$ cat src/hw/rtl/assert_macros.svh
// Assertion macros shared by the quadrature decoder RTL.
`ifndef ASSERT_MACROS_SVH
`define ASSERT_MACROS_SVH

// Same-cycle implication, disabled while reset is low.
`define QD_ASSERT_NOW(label, clk, rst_n, ante, cons, msg) \
    label: assert property (@(posedge clk) disable iff (!rst_n) (ante) |-> (cons)) \
        else $error(msg);

// Next-cycle implication, disabled while reset is low.
`define QD_ASSERT_NEXT(label, clk, rst_n, ante, cons, msg) \
    label: assert property (@(posedge clk) disable iff (!rst_n) (ante) |=> (cons)) \
        else $error(msg);

`endif

$ cat src/hw/rtl/qdec_pkg.sv
// Types, codes and constants of the quadrature decoder.
`default_nettype none

package qdec_pkg;

    // Input request: one edge event
    typedef struct packed {
        logic [7:0]  pin_number;
        logic        new_level;
        logic [31:0] edge_time;
    } t_in_item;

    // Result request: count, angle and timestamp
    typedef struct packed {
        logic signed [31:0] position_count;
        logic signed [47:0] angle_deg_q8;
        logic [31:0]        last_time;
    } t_out_item;

    // Configuration register indexes
    typedef logic [1:0] t_cfg_idx;
    localparam t_cfg_idx CFG_PIN_A = 2'd0;
    localparam t_cfg_idx CFG_PIN_B = 2'd1;
    localparam t_cfg_idx CFG_CPR   = 2'd2;

    localparam logic [7:0]  UNASSIGNED_PIN = 8'hFF;
    localparam logic [7:0]  PIN_RESET      = UNASSIGNED_PIN;
    localparam logic [15:0] CPR_RESET      = 16'd0;

    // Step decoded from {old A, old B, new A, new B}
    typedef enum logic [1:0] {
        STEP_NONE,
        STEP_UP,
        STEP_DOWN
    } t_step;

    localparam t_step STEP_TABLE [16] = '{
        STEP_NONE, STEP_DOWN, STEP_UP,   STEP_NONE,
        STEP_UP,   STEP_NONE, STEP_NONE, STEP_DOWN,
        STEP_DOWN, STEP_NONE, STEP_NONE, STEP_UP,
        STEP_NONE, STEP_UP,   STEP_DOWN, STEP_NONE
    };

    // Queue between front and back
    localparam int QUEUE_DEPTH = 2;
    localparam int QPTR_W      = $clog2(QUEUE_DEPTH);

    typedef struct packed {
        logic full;
        logic empty;
    } t_q_status;

    // Angle unit sequencer
    typedef enum logic [1:0] {
        ST_IDLE,
        ST_MUL,
        ST_DIV,
        ST_DONE
    } t_back_state;

endpackage

`default_nettype wire

$ cat src/hw/rtl/quadrature_decoder_with_angle.sv
// Top level: x4 quadrature decoder with angle output, configuration registers.
// An event is accepted when the queue has room; its result is produced by the angle unit, whose
// bit-serial divider takes COUNT_WIDTH+17 steps, after a multiply step and before a done state.
// The angle unit handles one counted event at a time; a two-entry queue absorbs bursts.
// Unmatched-pin events are dropped at one per cycle while the queue has room; they give no result.
// Reset (i_rst_n low, synchronous): levels and count to 0, pins to 255, cpr to 0, queue empty.
`default_nettype none

module quadrature_decoder_with_angle
    import qdec_pkg::*;
#(
    parameter int COUNT_WIDTH = 32
) (
    input  wire         i_clk,
    input  wire         i_rst_n,
    input  wire         i_in_valid,
    output logic        o_in_ready,
    input  t_in_item    i_in_item,
    output logic        o_out_valid,
    input  wire         i_out_ready,
    output t_out_item   o_out_item,
    input  wire         i_cfg_valid,
    output logic        o_cfg_ready,
    input  t_cfg_idx    i_cfg_index,
    input  wire  [15:0] i_cfg_data
);

    localparam int QDATA_W = COUNT_WIDTH + 32;

    logic [7:0]         r_pin_a, r_pin_b;
    logic [15:0]        r_cpr;
    logic               push, pop;
    logic [QDATA_W-1:0] push_data, pop_data;
    t_q_status          q_status;

    // Configuration registers, always ready
    assign o_cfg_ready = 1'b1;

    always_ff @(posedge i_clk) begin
        if (!i_rst_n) begin
            r_pin_a <= PIN_RESET;
            r_pin_b <= PIN_RESET;
            r_cpr   <= CPR_RESET;
        end else if (i_cfg_valid) begin
            unique case (i_cfg_index)
                CFG_PIN_A: r_pin_a <= i_cfg_data[7:0];
                CFG_PIN_B: r_pin_b <= i_cfg_data[7:0];
                CFG_CPR:   r_cpr   <= i_cfg_data;
                default:   ;
            endcase
        end
    end

    qdec_front #(
        .COUNT_WIDTH (COUNT_WIDTH)
    ) u_front (
        .i_clk       (i_clk),
        .i_rst_n     (i_rst_n),
        .i_valid     (i_in_valid),
        .o_ready     (o_in_ready),
        .i_item      (i_in_item),
        .i_pin_a     (r_pin_a),
        .i_pin_b     (r_pin_b),
        .i_q_status  (q_status),
        .o_push      (push),
        .o_push_data (push_data)
    );

    qdec_fifo #(
        .DATA_W (QDATA_W)
    ) u_fifo (
        .i_clk    (i_clk),
        .i_rst_n  (i_rst_n),
        .i_push   (push),
        .i_data   (push_data),
        .i_pop    (pop),
        .o_data   (pop_data),
        .o_status (q_status)
    );

    qdec_back #(
        .COUNT_WIDTH (COUNT_WIDTH)
    ) u_back (
        .i_clk      (i_clk),
        .i_rst_n    (i_rst_n),
        .i_q_status (q_status),
        .i_q_data   (pop_data),
        .o_pop      (pop),
        .i_cpr      (r_cpr),
        .o_valid    (o_out_valid),
        .i_ready    (i_out_ready),
        .o_item     (o_out_item)
    );

endmodule

`default_nettype wire

$ cat src/hw/rtl/qdec_front.sv
// Front end: pin matching, x4 step decode and position count.
`default_nettype none

module qdec_front
    import qdec_pkg::*;
#(
    parameter int COUNT_WIDTH = 32
) (
    input  wire                          i_clk,
    input  wire                          i_rst_n,
    input  wire                          i_valid,
    output logic                         o_ready,
    input  t_in_item                     i_item,
    input  wire  [7:0]                   i_pin_a,
    input  wire  [7:0]                   i_pin_b,
    input  t_q_status                    i_q_status,
    output logic                         o_push,
    output logic [COUNT_WIDTH+32-1:0]    o_push_data
);

    logic                   r_level_a, r_level_b;
    logic [COUNT_WIDTH-1:0] r_count;
    logic                   n_level_a, n_level_b;
    logic [COUNT_WIDTH-1:0] n_count;
    logic                   a_hit, b_hit, accept;
    logic [3:0]             step_idx;
    t_step                  step;

    // Room in the queue is all the front needs
    assign o_ready = !i_q_status.full;
    assign accept  = i_valid && o_ready;

    // Channel A wins when both channels share a pin
    assign a_hit = (i_pin_a != UNASSIGNED_PIN) && (i_item.pin_number == i_pin_a);
    assign b_hit = !a_hit && (i_pin_b != UNASSIGNED_PIN) && (i_item.pin_number == i_pin_b);

    // New levels and step decode
    always_comb begin
        n_level_a = a_hit ? i_item.new_level : r_level_a;
        n_level_b = b_hit ? i_item.new_level : r_level_b;
        step_idx  = {r_level_a, r_level_b, n_level_a, n_level_b};
        step      = STEP_TABLE[step_idx];
        unique case (step)
            STEP_UP:   n_count = r_count + COUNT_WIDTH'(1);
            STEP_DOWN: n_count = r_count - COUNT_WIDTH'(1);
            default:   n_count = r_count;
        endcase
    end

    assign o_push      = accept && (a_hit || b_hit);
    assign o_push_data = {n_count, i_item.edge_time};

    // Decoder state
    always_ff @(posedge i_clk) begin
        if (!i_rst_n) begin
            r_level_a <= 1'b0;
            r_level_b <= 1'b0;
            r_count   <= '0;
        end else if (o_push) begin
            r_level_a <= n_level_a;
            r_level_b <= n_level_b;
            r_count   <= n_count;
        end
    end

endmodule

`default_nettype wire

$ cat src/hw/rtl/qdec_fifo.sv
// Short queue of decoded events between front and back.
`default_nettype none
`include "assert_macros.svh"

module qdec_fifo
    import qdec_pkg::*;
#(
    parameter int DATA_W = 64
) (
    input  wire                 i_clk,
    input  wire                 i_rst_n,
    input  wire                 i_push,
    input  wire  [DATA_W-1:0]   i_data,
    input  wire                 i_pop,
    output logic [DATA_W-1:0]   o_data,
    output t_q_status           o_status
);

    logic [DATA_W-1:0] r_mem [QUEUE_DEPTH];
    logic [QPTR_W-1:0] r_wr_ptr, r_rd_ptr;
    logic [QPTR_W:0]   r_fill;

    assign o_status.full  = (r_fill == (QPTR_W+1)'(QUEUE_DEPTH));
    assign o_status.empty = (r_fill == '0);
    assign o_data         = r_mem[r_rd_ptr];

    // Storage, no reset needed
    always_ff @(posedge i_clk) begin
        if (i_push) begin
            r_mem[r_wr_ptr] <= i_data;
        end
    end

    // Pointers and fill level
    always_ff @(posedge i_clk) begin
        if (!i_rst_n) begin
            r_wr_ptr <= '0;
            r_rd_ptr <= '0;
            r_fill   <= '0;
        end else begin
            if (i_push) begin
                r_wr_ptr <= (r_wr_ptr == QPTR_W'(QUEUE_DEPTH-1)) ? '0 : r_wr_ptr + 1'b1;
            end
            if (i_pop) begin
                r_rd_ptr <= (r_rd_ptr == QPTR_W'(QUEUE_DEPTH-1)) ? '0 : r_rd_ptr + 1'b1;
            end
            if (i_push && !i_pop) begin
                r_fill <= r_fill + 1'b1;
            end else if (i_pop && !i_push) begin
                r_fill <= r_fill - 1'b1;
            end
        end
    end

    `QD_ASSERT_NOW(a_no_push_full, i_clk, i_rst_n, i_push, !o_status.full, "push into full queue")
    `QD_ASSERT_NOW(a_no_pop_empty, i_clk, i_rst_n, i_pop, !o_status.empty, "pop from empty queue")

endmodule

`default_nettype wire

$ cat src/hw/rtl/qdec_back.sv
// Back end: angle = count*360*256/cpr by restoring division, saturation, output register.
`default_nettype none
`include "assert_macros.svh"

module qdec_back
    import qdec_pkg::*;
#(
    parameter int COUNT_WIDTH = 32
) (
    input  wire                          i_clk,
    input  wire                          i_rst_n,
    input  t_q_status                    i_q_status,
    input  wire  [COUNT_WIDTH+32-1:0]    i_q_data,
    output logic                         o_pop,
    input  wire  [15:0]                  i_cpr,
    output logic                         o_valid,
    input  wire                          i_ready,
    output t_out_item                    o_item
);

    // Quotient width: magnitude times 360*256 (17 bits)
    localparam int QW    = COUNT_WIDTH + 17;
    localparam int CNT_W = $clog2(QW);
    localparam int SW    = (QW > 49) ? QW : 49;
    localparam logic [SW-1:0] POS_MAX = SW'({1'b0, {47{1'b1}}});
    localparam logic [SW-1:0] NEG_MAG = SW'({1'b1, {47{1'b0}}});

    t_back_state            r_state, n_state;
    logic [COUNT_WIDTH-1:0] r_count;
    logic [31:0]            r_time;
    logic                   r_neg, r_zero;
    logic [QW-1:0]          r_num;
    logic [15:0]            r_rem;
    logic [15:0]            r_cpr;
    logic [CNT_W-1:0]       r_bit_cnt;
    logic                   r_out_valid;
    t_out_item              r_out_item;

    logic                   out_free, load, mul_en, div_en;
    logic [COUNT_WIDTH-1:0] mag;
    logic [QW-1:0]          mag_ext, product;
    logic [16:0]            rem_sh;
    logic                   rem_ge;
    logic [16:0]            rem_sub;
    logic [SW-1:0]          q_ext;
    logic [47:0]            sat_mag, angle;
    logic [63:0]            count_ext;

    assign out_free = !r_out_valid || i_ready;

    // Next state
    always_comb begin
        n_state = r_state;
        unique case (r_state)
            ST_IDLE: if (!i_q_status.empty) n_state = ST_MUL;
            ST_MUL:  n_state = ST_DIV;
            ST_DIV:  if (r_bit_cnt == '0) n_state = ST_DONE;
            ST_DONE: if (out_free) n_state = ST_IDLE;
            default: n_state = ST_IDLE;
        endcase
    end

    // Sequencer outputs
    always_comb begin
        o_pop  = 1'b0;
        mul_en = 1'b0;
        div_en = 1'b0;
        load   = 1'b0;
        unique case (r_state)
            ST_IDLE: o_pop  = !i_q_status.empty;
            ST_MUL:  mul_en = 1'b1;
            ST_DIV:  div_en = 1'b1;
            ST_DONE: load   = out_free;
            default: ;
        endcase
    end

    // Magnitude times 92160 = 360*256 = (2^8+2^6+2^5+2^3)*2^8
    always_comb begin
        mag     = r_neg ? (~r_count + COUNT_WIDTH'(1)) : r_count;
        mag_ext = QW'(mag);
        product = (mag_ext << 16) + (mag_ext << 14) + (mag_ext << 13) + (mag_ext << 11);
    end

    // One restoring division step
    always_comb begin
        rem_sh  = {r_rem, r_num[QW-1]};
        rem_ge  = (rem_sh >= {1'b0, r_cpr});
        rem_sub = rem_sh - {1'b0, r_cpr};
    end

    // Saturate the quotient and apply sign
    always_comb begin
        q_ext = SW'(r_num);
        if (r_neg) begin
            sat_mag = (q_ext > NEG_MAG) ? NEG_MAG[47:0] : q_ext[47:0];
            angle   = ~sat_mag + 48'd1;
        end else begin
            sat_mag = (q_ext > POS_MAX) ? POS_MAX[47:0] : q_ext[47:0];
            angle   = sat_mag;
        end
        if (r_zero) begin
            angle = '0;
        end
        count_ext = 64'(r_count);
    end

    // Control registers
    always_ff @(posedge i_clk) begin
        if (!i_rst_n) begin
            r_state     <= ST_IDLE;
            r_out_valid <= 1'b0;
        end else begin
            r_state <= n_state;
            if (load) begin
                r_out_valid <= 1'b1;
            end else if (i_ready) begin
                r_out_valid <= 1'b0;
            end
        end
    end

    // Datapath registers
    always_ff @(posedge i_clk) begin
        if (o_pop) begin
            r_count <= i_q_data[COUNT_WIDTH+32-1:32];
            r_time  <= i_q_data[31:0];
            r_neg   <= i_q_data[COUNT_WIDTH+32-1];
            r_zero  <= (i_cpr == '0);
            r_cpr   <= i_cpr;
        end
        if (mul_en) begin
            r_num     <= product;
            r_rem     <= '0;
            r_bit_cnt <= CNT_W'(QW-1);
        end
        if (div_en) begin
            r_num     <= {r_num[QW-2:0], rem_ge};
            r_rem     <= rem_ge ? rem_sub[15:0] : rem_sh[15:0];
            r_bit_cnt <= r_bit_cnt - 1'b1;
        end
        if (load) begin
            r_out_item.position_count <= count_ext[31:0];
            r_out_item.angle_deg_q8   <= angle;
            r_out_item.last_time      <= r_time;
        end
    end

    assign o_valid = r_out_valid;
    assign o_item  = r_out_item;

    `QD_ASSERT_NEXT(a_pop_starts, i_clk, i_rst_n, o_pop, r_state == ST_MUL, "pop did not start multiply")
    `QD_ASSERT_NEXT(a_div_ends, i_clk, i_rst_n, (r_state == ST_DIV) && (r_bit_cnt == '0), r_state == ST_DONE, "division did not finish")

endmodule

`default_nettype wire
$ cat config.mk
export PLATFORM = sky130hd
export DESIGN_NAME = quadrature_decoder_with_angle
export DESIGN_NICKNAME = d
export VERILOG_FILES = /design/src/hw/rtl/qdec_pkg.sv /design/src/hw/rtl/quadrature_decoder_with_angle.sv /design/src/hw/rtl/qdec_front.sv /design/src/hw/rtl/qdec_fifo.sv /design/src/hw/rtl/qdec_back.sv
export VERILOG_INCLUDE_DIRS = /design/src /design/src/hw/rtl
export SDC_FILE = /design/constraint.sdc
export NUM_CORES = 1
export LEC_CHECK = 0
export ABC_AREA = 0
export BUFFER_PORTS_ARGS = -buffer_cell sky130_fd_sc_hd__buf_2
export CORE_ASPECT_RATIO = 0.9
export CORE_UTILIZATION = 50
export CTS_CLUSTER_SIZE = 12
export DETAILED_ROUTE_END_ITERATION = 10
export GPL_ROUTABILITY_DRIVEN = 0
export PLACE_DENSITY = 0.74
export SYNTH_ARGS = -nofsm -noshare
export SYNTH_HDL_FRONTEND = slang
export SYNTH_HIERARCHICAL = 1
export SYNTH_SLANG_ARGS = --single-unit
$ cat constraint.sdc
create_clock -name i_clk -period 13.4 [get_ports i_clk]
set_input_delay 1.34 -clock i_clk [delete_from_list [all_inputs] [get_ports i_clk]]
set_output_delay 1.34 -clock i_clk [all_outputs]
set_load 0.02 [all_outputs]
==> flow_summary.yaml, run 1 <==
status:
  status: "complete, no violations"
yosys:
  synth-main-ff-cell: "edfxtp_1"
  async_flop_share_pct: 0
  synth.net_count: 2550
  synth_fa_ha_area_share_pct: 8.628
  synth_compound_area_share_pct: 12.08
  synth_top_family_by_area: "simple AND/OR/NAND/NOR gates"
  synthSimpleGateAreaFrac_pct: 12.69
  synth_top_area_share_pct: 45.19
  syn-instance-count: 2342
  ys_ff_latch: 466
  yosys_warnings: 6
  yosysUniqueCellTypes: 94
  netlist_area_um2: 26050
  ys_seq_area_share_pct: 50.88
  synth_edf_count: 392
  muxShareOfSynthArea_pct: 6.000
  synth_top_cell_by_area: "edfxtp_1"
  synth_xor_area_share_pct: 4.833
  avgSynthCellArea_um2: 11.12
  synthTopCellsByArea: "edfxtp_1 (45%), dfxtp_1 (5.7%), ha_1 (4.9%)"
final_layout:
  nNetsFinal: 2670
  flow.area_growth_from_synthesis_pct: 10.45
  layout_common_cells: "edfxtp_1 (392), nor2_1 (189), nand2_1 (188)"
  layout-drive-gt1-share_pct: 15.27
  diodes: 0
  final_common_cell: "edfxtp_1"
pwr:
  p_seq_share_pct: 30.1
  ir_drop_uv: 193.1
  power.density_nw_per_um2: 264.8
  p_leak_nw: 10.68
  p_clk_share_pct: 17.2
  switching_share_pct: 41.88
  p_switching_w: 0.003191
  power.internal_w: 0.004428
  pwr-share-comb_pct: 52.7
clocking:
  htreeDepth: 2
  cts-root-buf: "clkbuf_16"
  postCtsSetupBuffers: 0
  clk_pin_slew_ns: 0.06
  cts_hold_buf: 0
  clock_path_buffers: 3
  cts.sinks: 466
  numCtsBuffers: 49
  cts_tree: "done"
  post_cts_resized: 0
  clock_latency_ns: 0.61
floorplan:
  core_area_um2: 50940
  ios: 179
  initial_core_util_pct: 51.13
  die_x_um: 242.6
  rows: 78
  die_h_um: 218.5
  floorplan.die_area_um2: 53010
hold_path:
  hold_start: "u_back/r_time[15]"
  min_path_type: "flop to flop"
  min_path_cells: 0
  hold_end: "u_back/o_item[15]"
drt:
  met2WireLength_mm: 26.25
  vias_per_cell: 5.648
  routed_wl_mm: 55.89
  drc: 0
  top_layer: "met4"
  drt-initial-drc-count: 1746
  wl_per_cell_um: 17.60
  first_pass_iters: 5
  ant_nets: 0
  vias: 17933
  dr_wl_met3_mm: 2.973
  wl_met1_mm: 25.51
timing:
  holdWs_ns: 0.4179
  slew_headroom_pct: 21.61
  hold_viol: 0
  slew_violations: 0
  period_minus_slack_ns: 6.288
  finClkSkew_ns: 0.03993
  setup_viol: 0
  max_freq_ghz: 0.1590
  rsz0062_at_grt: "no"
  fin_crit_sh_pct: 46.92
  setup_tns_ns: 0
  worst_slew_pin_slew_ns: 1.166
critical_path:
  path_class: "flop to flop"
  cp-start-kind: "flop"
  r2r_setup_slack_ns: 7.11
  timing.rr.start: "u_back/r_count[5]"
  crit_fanout: 7
  reg2regPathDepth: 18
  arrival_ns: 6.73
  r2r-end: "u_back/q_ext[43]"
  cp.required_ns: 13.84
  end_kind: "flop"
  critPathLaunch: "u_back/r_count[5]"
global_routing:
  grt_pass1_wl_mm: 90.90
  grt_max_degree: 94
  antenna_found_initial: 0
  first_global_vias: 17426
  overflow: 0
  track_usage_pct: 21.08
placement:
  portBuffers: 177
  hpwlAfterDp_mm: 38.74
flow_run:
  drv_cap: 0
state kept, by name (all words and copies together) (netlist names), named ones only:
| signal | count |
|---|---|
| r_pin_b | 8 |
| r_cpr | 16 |
| u_back/r_count | 32 |
| u_fifo/r_fill | 2 |
| u_back/r_time | 32 |
| u_back/r_cpr | 16 |
| u_back/r_rem | 16 |
| u_back/r_state | 2 |
| u_back/r_bit_cnt | 6 |
| u_back/q_ext | 49 |
| u_fifo/r_mem | 128 |
| u_fifo/r_wr_ptr | 1 |
| r_pin_a | 8 |
| u_front/r_count | 32 |
| u_fifo/r_rd_ptr | 1 |
| u_front/r_level_a | 1 |
| u_back/o_item | 112 |
| u_front/r_level_b | 1 |
| u_back/r_zero | 1 |
| u_back/o_valid | 1 |
power groups by stage:
| stage | clock (W) | combinational (W) | sequential (W) |
|---|---|---|---|
| final | 0.00131 | 0.00402 | 0.00229 |
| after global routing | 0.00140 | 0.00451 | 0.00232 |
| after CTS | 0.00134 | 0.00397 | 0.00228 |
| after detailed placement | 0 | 0.00394 | 0.00231 |
| after global placement | 0 | 0.00381 | 0.00230 |
| after floorplan | 0 | 0.00308 | 0.00228 |
worst max-delay path, stage by stage (launching register included):
cell and delay (ns):
edfxtp_1 0.44, nor4_2 0.53, nand3_1 0.34, o41ai_1 0.43
xor2_1 0.61, xor2_1 0.16, ha_1 0.32, inv_1 0.05
fa_1 0.49, inv_1 0.04, ha_1 0.38, nand3_1 0.16
nor2_1 0.29, nand2_1 0.08, o21ai_0 0.63, a221o_1 0.35
a21oi_1 0.10, or4b_2 0.62, nand3_1 0.09
cells in the mapped netlist, drive strengths merged, types with 5 or more instances:
master	count
fa	42
xor2	67
dfxtp	74
nand2b	12
o21ai	150
o22a	11
and2	23
a21o	25
inv	147
or3	17
a21boi	5
o21bai	8
nand3	42
a211oi	44
ha	102
edfxtp	392
a21oi	113
nand3b	6
clkbuf	59
nor2	189
a31oi	21
nand2	189
nor3	46
a211o	7
nor4	23
o21a	17
nor2b	42
xnor2	72
nor4b	5
and3	20
mux2i	74
o2111ai	8
or2	5
nor3b	10
maj3	13
buf	66
nand4	17
o31a	5
o31ai	20
or4	12
mux2	73
o211ai	12
routing by layer:
layer | global-route usage [%] | up-vias
met4 | 6.415 | 0
met3 | 2.579 | 89
met5 | 0 | -
li1 | - | 8731
met2 | 34.54 | 564
met1 | 29.37 | 8549
worst max path at each step:
stage | to | slack [ns] | cells after the start
floorplan | u_back/o_item[0] | 6.44 | 2
global route | u_back/q_ext[47] | 6.68 | 18
CTS | u_back/q_ext[43] | 7.17 | 18
finish | u_back/q_ext[43] | 7.11 | 18
global placement | u_back/q_ext[43] | 7.51 | 18
detailed placement | u_back/q_ext[43] | 7.24 | 18
cells by family after synthesis:
group,after synthesis
fa+ha+maj,157
xor+xnor,139
flops,466
other cells,1
compound gates,487
mux,147
buf+inv,274
simple gates,671
final cells by class:
type                       count  area (µm²)
sequential                   466       13250
fill                        4298       22180
clock inverter                18       217.7
clock buffer                  66        1320
inverter                     149       559.3
tap                          680       850.8
timing repair buffer         194        1013
multi-input combinational   1602       11550
per-stage QoR:
stage / utilization (%) / power, W / std cells / setup WS, ns / cell area [µm²]
after global placement: 53.45 / 0.006112 / 3091 / 7.513 / 27230
final: 56.47 / 0.007619 / 3175 / 7.112 / 28770
after global routing: 56.47 / 0.008222 / 3175 / 6.681 / 28770
after detailed placement: 53.45 / 0.006254 / 3091 / 7.244 / 27230
after floorplan: - / 0.005361 / 2342 / 6.441 / 26050
after CTS: 56.47 / 0.007600 / 3175 / 7.168 / 28770
No activity file was read; power rests on OpenSTA's default activity.
==> inputs of run 2 (changes only) <==
clock period = 5.87 ns   (was 13.4 ns; I/O delays follow)
==> run 2 against run 1 <==
Maximum frequency is 9.1% higher. Flip-flop and latch count stayed put. Worst hold slack worse by 0.24 ns. Final cell count is 1.0% higher. Critical path depth is 1 lower. Global-route usage is 0.49 points lower. Die area stayed put. Clock skew is 0.024 ns lower. Final area is 1.0% higher. Power is 130% higher. Via count is 1.6% higher. Sequential power is 130% higher. Largest power group unchanged.
==> flow_summary.yaml, run 2 (synthesis gave the netlist of run 1 again) <==
critical_path:
  cp_top_family: "compound AO/OA/AOI/OAI gates"
  crit_chain: "or4_4, or3_4, or3_4, o31ai_4, xor2_4, maj3_1, fa_1, inv_1, ha_1, a211oi_2, o21ai_0, a221o_1, a21o_1, a221o_1, a221oi_2, nor4_1, a211oi_1"
  cp-start-kind: "flop"
  critPathLaunch: "u_back/r_count[13]"
  cp.depth: 17
  timing.rr.start: "u_back/r_count[13]"
  reg2regPathDepth: 17
  arrival_ns: 6.19
  cp.required_ns: 6.29
  crit_fanout: 7
  crit_slowest_cell: "or4_4"
  end_kind: "flop"
  crit_buf_inv: 1
  slowest_delay_ns: 0.58
  path_class: "flop to flop"
clocking:
  clk_pin_slew_ns: 0.06
  htreeDepth: 2
  clock_path_buffers: 3
  cts.sinks: 466
  numCtsBuffers: 49
  clock_latency_ns: 0.59
  cts_hold_buf: 0
  cts_tree: "done"
  cts-root-buf: "clkbuf_16"
floorplan:
  die_h_um: 218.5
  initial_core_util_pct: 51.13
  floorplan.die_area_um2: 53010
  die_x_um: 242.6
  core_area_um2: 50940
  rows: 78
  ios: 179
timing:
  max_freq_ghz: 0.1734
  worst_slew_pin_slew_ns: 1.144
  period_minus_slack_ns: 5.766
  fin_crit_sh_pct: 98.22
  holdWs_ns: 0.1828
  slew_headroom_pct: 23.72
  finClkSkew_ns: 0.01610
  setup_slack_ns: 0.1044
  setup_viol: 0
  hold_viol: 0
  slew_violations: 0
hold_path:
  min_path_cells: 1
  hold_start: "i_in_item[24]"
  min_path_type: "input port to flop"
placement:
  dpl-instance-area_um2: 27410
  hpwlAfterDp_mm: 38.72
  portBuffers: 177
  placed_cells: 3115
  place_ws_ns: 0.09623
global_routing:
  track_usage_pct: 20.59
  grt_pass1_wl_mm: 89.38
  antenna_found_initial: 0
  grt_max_degree: 78
  overflow: 0
  first_global_vias: 17417
pwr:
  power.density_nw_per_um2: 602.8
  ir_drop_uv: 420.1
  p_total_w: 0.01752
  p_leak_nw: 10.83
final_layout:
  layout_common_cells: "edfxtp_1 (392), nor2_1 (189), nand2_1 (188)"
  nFillCells: 4151
  ff_latch_area_um2: 13250
  multiInputGateArea_um2: 11620
  flow.area_growth_from_synthesis_pct: 11.58
  final_common_cell: "edfxtp_1"
  finalNonFillerCells: 3207
  layout-drive-gt1-share_pct: 16.38
  largest_reg_flops: 128
  diodes: 0
  nNetsFinal: 2697
  fin_area_um2: 29060
  top_register: "u_fifo/r_mem"
drt:
  top_layer: "met4"
  drc: 0
  first_pass_iters: 6
  drt-initial-drc-count: 1640
  vias_per_cell: 5.681
  met2WireLength_mm: 26.35
  wl_met1_mm: 24.98
  wl_per_cell_um: 17.28
  vias: 18218
  dr_wl_met3_mm: 2.861
  routed_wl_mm: 55.42
  ant_nets: 0
status:
  status: "complete, no violations"
flow_run:
  drv_cap: 0
run 2: cell types whose count changed in the layout (fill, tap and decap cells not counted), moves of 2 or more:
cell / delta
buf_4: +27
clkbuf_1: +5
clkinv_16: +2
clkinv_2: -2
inv_16: -2
xor2_1: -2
xor2_4: +2
run 2: where the power goes:
group	internal [W]	switching (W)
combinational	0.00375	0.00557
clock	0.00173	0.00126
sequential	0.00471	0.000514
run 2: final cells by class:
cell class	count	share of cell area [%]
Clock buffer	72	4.624
Clock inverter	17	0.7405
Inverter	149	1.924
Multi-Input combinational cell	1602	39.99
Sequential cell	466	45.61
Tap cell	680	2.928
Timing Repair Buffer	221	4.185
run 2: per-layer routing:
metal  GRT usage (%)  up-vias
met3           2.874       94
met5               0        -
li1                -     8786
met4           5.786        0
met1           27.91     8743
met2           34.59      595
run 2: worst paths after layout:
check	slack, ns	end
hold / removal	0.18	u_fifo/r_mem[1][24]
hold reg to reg	0.42	u_back/o_item[31]
setup reg to reg	0.10	u_back/q_ext[47]
setup / recovery	0.10	u_back/q_ext[47]
run 2: timing repair:
item                                   4_1_cts  5_1_grt
buffers inserted                             0        3
resized for setup                            0       10
setup endpoints to repair                    0        6
endpoints found under the hold margin        0        0
run 2: per-stage QoR:
step            TNS, ns  util [%]
6_report              0     57.05
5_1_grt        -0.05060     57.05
3_5_place_dp          0     53.80
3_3_place_gp          0     53.80
4_1_cts               0     56.86
2_1_floorplan         0         -
